===== src/sv/gkc_pkg.sv =====
package gkc_pkg;

   // Sizing
   localparam int MAX_VERTICES = 16;
   localparam int MAX_COLORS   = 15;

   localparam int VTX_W = $clog2(MAX_VERTICES);      // vertex index
   localparam int CNT_W = $clog2(MAX_VERTICES + 1);  // vertex count, 0..MAX_VERTICES
   localparam int COL_W = $clog2(MAX_COLORS + 1);    // stored color, 0..MAX_COLORS
   localparam int TRY_W = $clog2(MAX_COLORS + 2);    // trial color, up to MAX_COLORS+1

   // Fixed field widths
   localparam int CMD_W      = 2;
   localparam int VFIELD_W   = 4;
   localparam int NV_W       = 5;
   localparam int NC_W       = 4;
   localparam int REQ_DATA_W = 16;
   localparam int RSP_DATA_W = 8;
   localparam int CSR_IDX_W  = 4;
   localparam int CSR_DATA_W = 5;

   // Commands
   localparam logic [CMD_W-1:0] CMD_EDGE  = 2'd0;
   localparam logic [CMD_W-1:0] CMD_SOLVE = 2'd1;
   localparam logic [CMD_W-1:0] CMD_CLEAR = 2'd2;

   // Register indexes
   localparam logic [CSR_IDX_W-1:0] CSR_NUM_VERTICES = 4'd0;
   localparam logic [CSR_IDX_W-1:0] CSR_NUM_COLORS   = 4'd1;

   // Reset values of the registers
   localparam logic [NV_W-1:0] NV_RESET = 5'd16;
   localparam logic [NC_W-1:0] NC_RESET = 4'd3;

   // Microcode
   typedef enum logic [1:0] {
      UOP_FETCH,
      UOP_INIT,
      UOP_STEP,
      UOP_EMIT
   } uop_type;

   typedef enum logic [1:0] {
      COND_ALWAYS,
      COND_SOLVE,
      COND_DONE,
      COND_SLOT
   } cond_type;

   localparam int PC_W = 2;
   typedef logic [PC_W-1:0] pc_type;

   localparam pc_type PC_FETCH = 2'd0;
   localparam pc_type PC_INIT  = 2'd1;
   localparam pc_type PC_STEP  = 2'd2;
   localparam pc_type PC_EMIT  = 2'd3;

   typedef struct packed {
      uop_type  op;
      cond_type cond;
      pc_type   jump;   // taken when cond holds
      pc_type   next;   // taken otherwise
   } uword_type;

   // Datapath status seen by the sequencer
   typedef struct packed {
      logic solve_acc;
      logic done;
      logic result;
   } stat_type;

   // Control store
   function automatic uword_type ucode_rom(input pc_type pc);
      uword_type w;
      unique case (pc)
         PC_FETCH: w = '{op: UOP_FETCH, cond: COND_SOLVE,  jump: PC_INIT,  next: PC_FETCH};
         PC_INIT:  w = '{op: UOP_INIT,  cond: COND_ALWAYS, jump: PC_STEP,  next: PC_STEP};
         PC_STEP:  w = '{op: UOP_STEP,  cond: COND_DONE,   jump: PC_EMIT,  next: PC_STEP};
         PC_EMIT:  w = '{op: UOP_EMIT,  cond: COND_SLOT,   jump: PC_FETCH, next: PC_EMIT};
      endcase
      return w;
   endfunction

endpackage


===== src/sv/graph_k_coloring_backtrack_core.sv =====
// k-colorability engine for a small undirected graph.
// Request channel (req_*): one transfer per command. Add edge and clear take
// effect in the cycle of the transfer and produce no response; outside a solve
// they may be sent back to back at one per cycle. Solve runs a depth-first
// backtracking search over the stored graph, giving exactly one response transfer.
// Response channel (rsp_*): colorable bit, 1 when num_vertices vertices can be
// colored with num_colors colors.
// Steps of a solve: an init step, then one pass of the color-select unit per
// search move (each vertex placement or backtrack), one more pass to see that
// every vertex is placed (a dead end at the first vertex ends the search
// instead), then an emit step that loads the response register. req_tready
// stays low from the solve transfer until the response is loaded.
// Configuration (csr_*): index 0 num_vertices, index 1 num_colors; always
// ready, write only while the engine is idle.
// Reset: synchronous; empties the adjacency matrix, num_vertices = 16,
// num_colors = 3, no response pending.
// Stall: the response register holds the result while rsp_tready is low; a
// new edge or clear is still taken, and a following solve runs but waits
// before loading its answer until the register is free.
module graph_k_coloring_backtrack_core
   import gkc_pkg::*;
(
   input  logic                  clock,
   input  logic                  reset,
   input  logic                  req_tvalid,
   output logic                  req_tready,
   input  logic [REQ_DATA_W-1:0] req_tdata,   // [1:0] cmd, [5:2] vertex_a, [9:6] vertex_b
   output logic                  rsp_tvalid,
   input  logic                  rsp_tready,
   output logic [RSP_DATA_W-1:0] rsp_tdata,   // [0] colorable
   input  logic                  csr_valid,
   output logic                  csr_ready,
   input  logic [CSR_IDX_W-1:0]  csr_index,
   input  logic [CSR_DATA_W-1:0] csr_data
);

   uword_type uw;
   stat_type  stat;

   logic [NV_W-1:0] nv_ff, nv_in;
   logic [NC_W-1:0] nc_ff, nc_in;
   logic            rsp_valid_ff, rsp_valid_in;
   logic            rsp_col_ff, rsp_col_in;
   logic            req_accept;
   logic            slot_free;
   logic            rsp_load;

   logic [CMD_W-1:0]    cmd;
   logic [VFIELD_W-1:0] vertex_a;
   logic [VFIELD_W-1:0] vertex_b;

   assign cmd      = req_tdata[CMD_W-1:0];
   assign vertex_a = req_tdata[CMD_W +: VFIELD_W];
   assign vertex_b = req_tdata[CMD_W + VFIELD_W +: VFIELD_W];

   assign req_tready = (uw.op == UOP_FETCH);
   assign req_accept = req_tvalid && req_tready;

   // Configuration registers
   assign csr_ready = 1'b1;
   always_comb begin
      nv_in = nv_ff;
      nc_in = nc_ff;
      if (csr_valid) begin
         priority case (csr_index)
            CSR_NUM_VERTICES: nv_in = csr_data[NV_W-1:0];
            CSR_NUM_COLORS:   nc_in = csr_data[NC_W-1:0];
            default: begin
            end
         endcase
      end
   end

   // Response register
   assign slot_free    = !rsp_valid_ff || rsp_tready;
   assign rsp_load     = (uw.op == UOP_EMIT) && slot_free;
   assign rsp_valid_in = rsp_load || (rsp_valid_ff && !rsp_tready);
   assign rsp_col_in   = rsp_load ? stat.result : rsp_col_ff;

   always_ff @(posedge clock) begin
      if (reset) begin
         nv_ff        <= NV_RESET;
         nc_ff        <= NC_RESET;
         rsp_valid_ff <= 1'b0;
      end else begin
         nv_ff        <= nv_in;
         nc_ff        <= nc_in;
         rsp_valid_ff <= rsp_valid_in;
      end
      rsp_col_ff <= rsp_col_in;
   end

   assign rsp_tvalid = rsp_valid_ff;
   assign rsp_tdata  = {{(RSP_DATA_W-1){1'b0}}, rsp_col_ff};

   gkc_useq u_useq (
      .clock     (clock),
      .reset     (reset),
      .stat      (stat),
      .slot_free (slot_free),
      .uw        (uw)
   );

   gkc_dpath u_dpath (
      .clock        (clock),
      .reset        (reset),
      .uw           (uw),
      .req_accept   (req_accept),
      .cmd          (cmd),
      .vertex_a     (vertex_a),
      .vertex_b     (vertex_b),
      .num_vertices (nv_ff),
      .num_colors   (nc_ff),
      .stat         (stat)
   );

`ifndef SYNTH
   // A solve transfer closes the request channel for the next cycle
   a_solve_blocks: assert property (@(posedge clock) disable iff (reset)
      (req_accept && cmd == CMD_SOLVE) |=> !req_tready)
      else $error("request channel open right after a solve transfer");

   // A response only appears out of the emit step
   a_rsp_from_emit: assert property (@(posedge clock) disable iff (reset)
      $rose(rsp_tvalid) |-> $past(uw.op == UOP_EMIT))
      else $error("response raised outside the emit step");

   // Emit with a free slot always loads a response
   a_emit_loads: assert property (@(posedge clock) disable iff (reset)
      (uw.op == UOP_EMIT && slot_free) |=> rsp_tvalid)
      else $error("emit step did not load the response register");
`endif

endmodule


===== src/sv/gkc_useq.sv =====
module gkc_useq
   import gkc_pkg::*;
(
   input  logic      clock,
   input  logic      reset,
   input  stat_type  stat,
   input  logic      slot_free,
   output uword_type uw
);

   pc_type pc_ff, pc_in;
   logic   cond_true;

   assign uw = ucode_rom(pc_ff);

   // Branch condition select
   always_comb begin
      unique case (uw.cond)
         COND_ALWAYS: cond_true = 1'b1;
         COND_SOLVE:  cond_true = stat.solve_acc;
         COND_DONE:   cond_true = stat.done;
         COND_SLOT:   cond_true = slot_free;
      endcase
      pc_in = cond_true ? uw.jump : uw.next;
   end

   always_ff @(posedge clock) begin
      if (reset) begin
         pc_ff <= PC_FETCH;
      end else begin
         pc_ff <= pc_in;
      end
   end

endmodule


===== src/sv/gkc_dpath.sv =====
module gkc_dpath
   import gkc_pkg::*;
(
   input  logic                clock,
   input  logic                reset,
   input  uword_type           uw,
   input  logic                req_accept,
   input  logic [CMD_W-1:0]    cmd,
   input  logic [VFIELD_W-1:0] vertex_a,
   input  logic [VFIELD_W-1:0] vertex_b,
   input  logic [NV_W-1:0]     num_vertices,
   input  logic [NC_W-1:0]     num_colors,
   output stat_type            stat
);

   // Adjacency rows, per-vertex colors, prefix max of colors below each vertex
   logic [MAX_VERTICES-1:0] adj_ff   [MAX_VERTICES];
   logic [MAX_VERTICES-1:0] adj_in   [MAX_VERTICES];
   logic [COL_W-1:0]        color_ff [MAX_VERTICES];
   logic [COL_W-1:0]        color_in [MAX_VERTICES];
   logic [COL_W-1:0]        pm_ff    [MAX_VERTICES];
   logic [COL_W-1:0]        pm_in    [MAX_VERTICES];
   logic [CNT_W-1:0]        cv_ff, cv_in;
   logic [TRY_W-1:0]        tc_ff, tc_in;
   logic                    res_ff, res_in;

   logic [CNT_W-1:0]    n_sat;
   logic [COL_W-1:0]    k_sat;
   logic [VTX_W-1:0]    vi, vp, va, vb;
   logic                at_end;
   logic                edge_ok;
   logic [MAX_VERTICES-1:0] row;
   logic [MAX_COLORS:0] used;
   logic [COL_W-1:0]    pm_v;
   logic [TRY_W-1:0]    limit;
   logic                found;
   logic [COL_W-1:0]    pick;
   logic [COL_W-1:0]    pm_new;

   // Saturated configuration
   assign n_sat = (int'(num_vertices) > MAX_VERTICES) ? CNT_W'(MAX_VERTICES)
                                                     : CNT_W'(num_vertices);
   assign k_sat = (int'(num_colors) > MAX_COLORS) ? COL_W'(MAX_COLORS)
                                                 : COL_W'(num_colors);

   assign vi      = cv_ff[VTX_W-1:0];
   assign vp      = vi - VTX_W'(1);
   assign at_end  = (cv_ff >= n_sat);
   assign va      = VTX_W'(vertex_a);
   assign vb      = VTX_W'(vertex_b);
   assign edge_ok = (int'(vertex_a) < MAX_VERTICES) && (int'(vertex_b) < MAX_VERTICES);
   assign row     = adj_ff[vi];

   // Colors held by neighbors of the current vertex (self-loop excluded)
   always_comb begin
      used = '0;
      for (int j = 0; j < MAX_VERTICES; j++) begin
         if (row[j] && (CNT_W'(j) < n_sat) && (VTX_W'(j) != vi)) begin
            used[color_ff[j]] = 1'b1;
         end
      end
   end

   // Trial window: from trial color up to one above the highest color below, capped at k
   always_comb begin
      pm_v  = (vi == '0) ? '0 : pm_ff[vi];
      limit = TRY_W'(pm_v) + TRY_W'(1);
      if (limit > TRY_W'(k_sat)) begin
         limit = TRY_W'(k_sat);
      end
   end

   // Lowest free color in the window
   always_comb begin
      found = 1'b0;
      pick  = '0;
      for (int c = MAX_COLORS; c >= 1; c--) begin
         if (!used[c] && (TRY_W'(c) >= tc_ff) && (TRY_W'(c) <= limit)) begin
            found = 1'b1;
            pick  = COL_W'(c);
         end
      end
      pm_new = (pick > pm_v) ? pick : pm_v;
   end

   // Next state per micro-op
   always_comb begin
      adj_in   = adj_ff;
      color_in = color_ff;
      pm_in    = pm_ff;
      cv_in    = cv_ff;
      tc_in    = tc_ff;
      res_in   = res_ff;
      unique case (uw.op)
         UOP_FETCH: begin
            if (req_accept) begin
               priority case (cmd)
                  CMD_EDGE: begin
                     if (edge_ok) begin
                        adj_in[va][vb] = 1'b1;
                        adj_in[vb][va] = 1'b1;
                     end
                  end
                  CMD_CLEAR: begin
                     for (int i = 0; i < MAX_VERTICES; i++) begin
                        adj_in[i] = '0;
                     end
                  end
                  default: begin
                  end
               endcase
            end
         end
         UOP_INIT: begin
            for (int i = 0; i < MAX_VERTICES; i++) begin
               color_in[i] = '0;
            end
            cv_in = '0;
            tc_in = TRY_W'(1);
         end
         UOP_STEP: begin
            if (at_end) begin
               res_in = 1'b1;
            end else if (found) begin
               color_in[vi] = pick;
               if (vi != VTX_W'(MAX_VERTICES - 1)) begin
                  pm_in[vi + VTX_W'(1)] = pm_new;
               end
               cv_in = cv_ff + CNT_W'(1);
               tc_in = TRY_W'(1);
            end else begin
               // dead end: undo, step back and advance the previous vertex
               color_in[vi] = '0;
               if (vi == '0) begin
                  res_in = 1'b0;
               end else begin
                  cv_in        = cv_ff - CNT_W'(1);
                  tc_in        = TRY_W'(color_ff[vp]) + TRY_W'(1);
                  color_in[vp] = '0;
               end
            end
         end
         UOP_EMIT: begin
         end
      endcase
   end

   always_ff @(posedge clock) begin
      if (reset) begin
         adj_ff <= '{default: '0};
      end else begin
         adj_ff <= adj_in;
      end
      color_ff <= color_in;
      pm_ff    <= pm_in;
      cv_ff    <= cv_in;
      tc_ff    <= tc_in;
      res_ff   <= res_in;
   end

   assign stat.solve_acc = (uw.op == UOP_FETCH) && req_accept && (cmd == CMD_SOLVE);
   assign stat.done      = (uw.op == UOP_STEP) && (at_end || (!found && vi == '0));
   assign stat.result    = res_ff;

endmodule

===== config.mk =====
export PLATFORM = sky130hd
export DESIGN_NAME = graph_k_coloring_backtrack_core
export DESIGN_NICKNAME = d
export VERILOG_FILES = /design/src/sv/gkc_pkg.sv /design/src/sv/graph_k_coloring_backtrack_core.sv /design/src/sv/gkc_useq.sv /design/src/sv/gkc_dpath.sv
export SDC_FILE = /design/constraint.sdc
export NUM_CORES = 1
export LEC_CHECK = 0
export BUFFER_PORTS_ARGS = -buffer_cell sky130_fd_sc_hd__buf_2
export CAP_MARGIN = 0
export CORE_UTILIZATION = 60
export CTS_CLUSTER_SIZE = 20
export DETAILED_ROUTE_END_ITERATION = 6
export PLACE_DENSITY = 0.74
export SLEW_MARGIN = 20
export SYNTH_ARGS = -nofsm -noshare
export SYNTH_HDL_FRONTEND = slang
export SYNTH_SLANG_ARGS = --single-unit

===== constraint.sdc =====
create_clock -name clock -period 8.3 [get_ports clock]
set_clock_uncertainty 0.05 [all_clocks]
set_input_delay 1.245 -clock clock [delete_from_list [all_inputs] [get_ports clock]]
set_output_delay 1.245 -clock clock [all_outputs]
set_load 0.1 [all_outputs]

==> out/results.ini <==
[run_status]
outcome=completed

[final_layout]
final_cell_count_no_fill=2792
stdcell_area_mm2=0.0246
layout.filler_cells=2770
area_delta_synth_final_pct=8.09
nets=2317
antennaDiodeCount=0
drive_gt1_share_pct=11.5
post-route-util_pct=66.6

[logic_synthesis]
synthSimpleGateAreaFrac_pct=16.7
synth_seq_area_share_pct=42.0
largest_family_of_logic_cells_by_synthesized_area=compound AO/OA/AOI/OAI gates
post_synth_instance_area_mm2=0.0228
synth_enable_flop_cells=140
ys_async_sr_fraction_pct=0
synth_largest_area_cell=dfxtp_1
post_synth_inst_count=2300
synth_top_cells_by_count=dfxtp_1 (268), o21a_1 (258), nand2_1 (171)
synth-xor-area-share_pct=0.385
netlist.area_leader.share_pct=23.6
syn_avg_cell_area_um2=9.90
synth.mux.area_fraction_pct=10.2
synth.most_common_cell=dfxtp_1
synthFlopType=dfxtp_1
synth_top_cells_by_area=dfxtp_1 (24%), edfxtp_1 (18%), o21a_1 (8.5%), mux2i_1 (6.2%), mux4_2 (3.7%)
ys_ff_latch=408
synth_compound_area_share_pct=24.4
post_synth_fa_ha_maj_area_fraction_pct=1.74
synthDistinctLibCells=106
ys.warnings.count=0

[power]
comb_power_share_pct=57.7
seqPwrFrac_pct=26.3
power_report.internal_total_mw=6.18
clkPwrFrac_pct=16.0
ir_drop_uv=669
switching_power_mw=6.32
powerDensity_mw_per_mm2=508
post-layout-total-power_mw=12.5
netSwitchingFraction_pct=50.5
static-leakage-power_nw=8.53

[timing]
final.setup.tns_ns=0
timing.final.hold_violations=0
slew_viol_final=0
post-route-period-util_pct=92.5
hold_slack_ns=0.387
post_layout_min_period_ns=7.68
worst_slew_pin_slew_ns=1.08
max_freq_mhz=130
final_ws_setup_ns=0.623
unrepaired_setup_endpoints_after_global_routing=no
report.final.setup_viol=0
timing.max_slew.rel_slack_pct=27.3

[clocking]
number_of_buffers_between_clock_root_and_the_deepest_sink=3
tritoncts=done
insertion_delay_to_the_later_sink_of_the_worst_skew_pair_ns=0.59
cts_root_buffer=clkbuf_16
clock_tree.htree_level_count=2
hold_buffers=0
clk_transition_reported_paths_ns=0.06
numClockSinks=408
cts_buffers=41

[floorplan]
core_area_mm2=0.0370
die-area_mm2=0.0387
die_h_um=197
initial_core_util_pct=61.6
die_width_um=197
floorplan.io_pins=41
rows=70

[place]
buffer_ports.inserted=26
globalplace.congestion=1.08
dpl.cell_count=2712
preCtsSetupSlack_ns=0.590
dpl.hpwl_um=64100
placed_cell_area_mm2=0.0231

[critical_path]
critPathMaxFanout=24
worstReg2RegEnd=u_dpath.pm_ff[59]
crit_type=reg2reg
r2r_slack_ns=0.62
critical_path.endpoint_type=register
worst-endpoint-arrival_ns=7.90
worst_ep_required_time_ns=8.52
worst-r2r-cell-count=24
setup_crit_start_kind=register
reg_to_reg_critical_path_startpoint=u_dpath.cv_ff[0]

[grt]
routing_usage_on_met3_pct=14.5
grt-ovfl-total=0
grt_start_max_net_pins=257
use_met1_pct=58.8
global_route_wire_length_before_repair_um=127000
antenna_found_initial=2
grt_pass1_vias=19600
grt.met2_usage_pct=66.2
groute.usage.overall_pct=45.0
busiest_layer=met2

[route]
wl_per_cell_um=31.2
drt_iter0_drc=3398
route.antenna.remaining_nets=0
postRouteWirelength_um=87100
detail_route.drc_violations=0
drt_first_pass_iters=7
route.detailed.vias_per_inst=7.46
via_count=20800

[hold_path]
whs_endpoint=rsp_col_ff
hold_path.startpoint=u_dpath.res_ff
hold_class=reg2reg
holdPathStages=0

[run]
drv_cap=0

-- layer usage --
layer	routed length, um	vias to the layer above
met5	13	-
met4	5440	2
met3	12500	346
met2	36900	1653
met1	32300	10100
li1	-	8773
-- how the worst max path moves through the flow --
stage,from,endpoint,slack (ns)
floorplan,u_dpath.cv_ff[1],u_dpath.pm_ff[0],1.26
global placement,u_dpath.cv_ff[1],u_dpath.pm_ff[23],0.81
detailed placement,u_dpath.cv_ff[1],u_dpath.pm_ff[23],0.59
CTS,u_dpath.cv_ff[1],u_dpath.pm_ff[59],0.50
global route,u_dpath.cv_ff[1],u_dpath.pm_ff[59],0.31
finish,u_dpath.cv_ff[0],u_dpath.pm_ff[59],0.62
-- power groups by stage --
stage | combinational (mW) | clock [mW] | sequential [mW]
6_report | 7.21 | 2.00 | 3.29
5_1_grt | 7.50 | 2.07 | 3.28
4_1_cts | 6.92 | 1.99 | 3.24
3_5_place_dp | 6.88 | 0 | 3.28
3_3_place_gp | 6.70 | 0 | 3.27
2_1_floorplan | 4.86 | 0 | 3.03
-- critical path, stage by stage, from the launching register on --
cell and delay [ns]:
edfxtp_1 0.43, buf_4 0.26, and2b_1 0.24, a221oi_1 0.68
a22o_1 0.37, and3_1 0.30, mux2i_4 0.39, ha_1 0.30
and2_1 0.20, o21ai_0 0.15, a32oi_1 0.11, a41oi_2 0.53
a31oi_1 0.33, nor4_1 0.63, nor2_1 0.12, o31ai_1 0.42
a41oi_2 0.22, inv_1 0.14, ha_1 0.24, nor2b_1 0.13
o21ai_0 0.15, nand2b_1 0.08, a21oi_1 0.15, a41o_1 0.22
mux2_2 0.51
-- cell type report --
cell class | instances | area (um^2) | area share, %
multi-input cells | 1692 | 12300 | 49.8
flip-flops and latches | 408 | 9570 | 38.9
clock buffers | 61 | 1230 | 5.01
well taps | 504 | 631 | 2.56
repair buffers | 78 | 558 | 2.27
clock inverters | 14 | 231 | 0.940
inverters | 35 | 134 | 0.544
-- kinds of logic after synthesis --
kind of cell | Yosys count
other | 2
AOI/OAI and AO/OA | 735
muxes | 184
DFF | 408
adders and majority gates | 31
xor gates and xnor gates | 10
buffers and inverters | 206
and+or+nand+nor | 724
-- layout by cell type (no fill, tap or decap), types with 49 or more instances in the layout --
cell and n:
nand2_1 171, a22oi_1 59, nor2_1 143, edfxtp_1 140, mux2i_1 141, buf_4 49
nor2b_1 52, o21a_1 258, a21oi_1 55, nand3_1 61, dfxtp_1 268, o22ai_1 127
-- what timing repair did --
action	4_1_cts	5_1_grt
setup endpoints to repair	0	16
buffers inserted	0	5
gates resized for setup	0	0
-- registers in the layout, summed over array words and instances (netlist names), 2 cells and up --
register,cells
u_dpath.tc_ff,5
u_dpath.color_ff,64
u_dpath.adj_ff,256
nv_ff,5
u_dpath.cv_ff,5
u_useq.pc_ff,2
nc_ff,4
u_dpath.pm_ff,64
(Power assumes the default switching activity.)
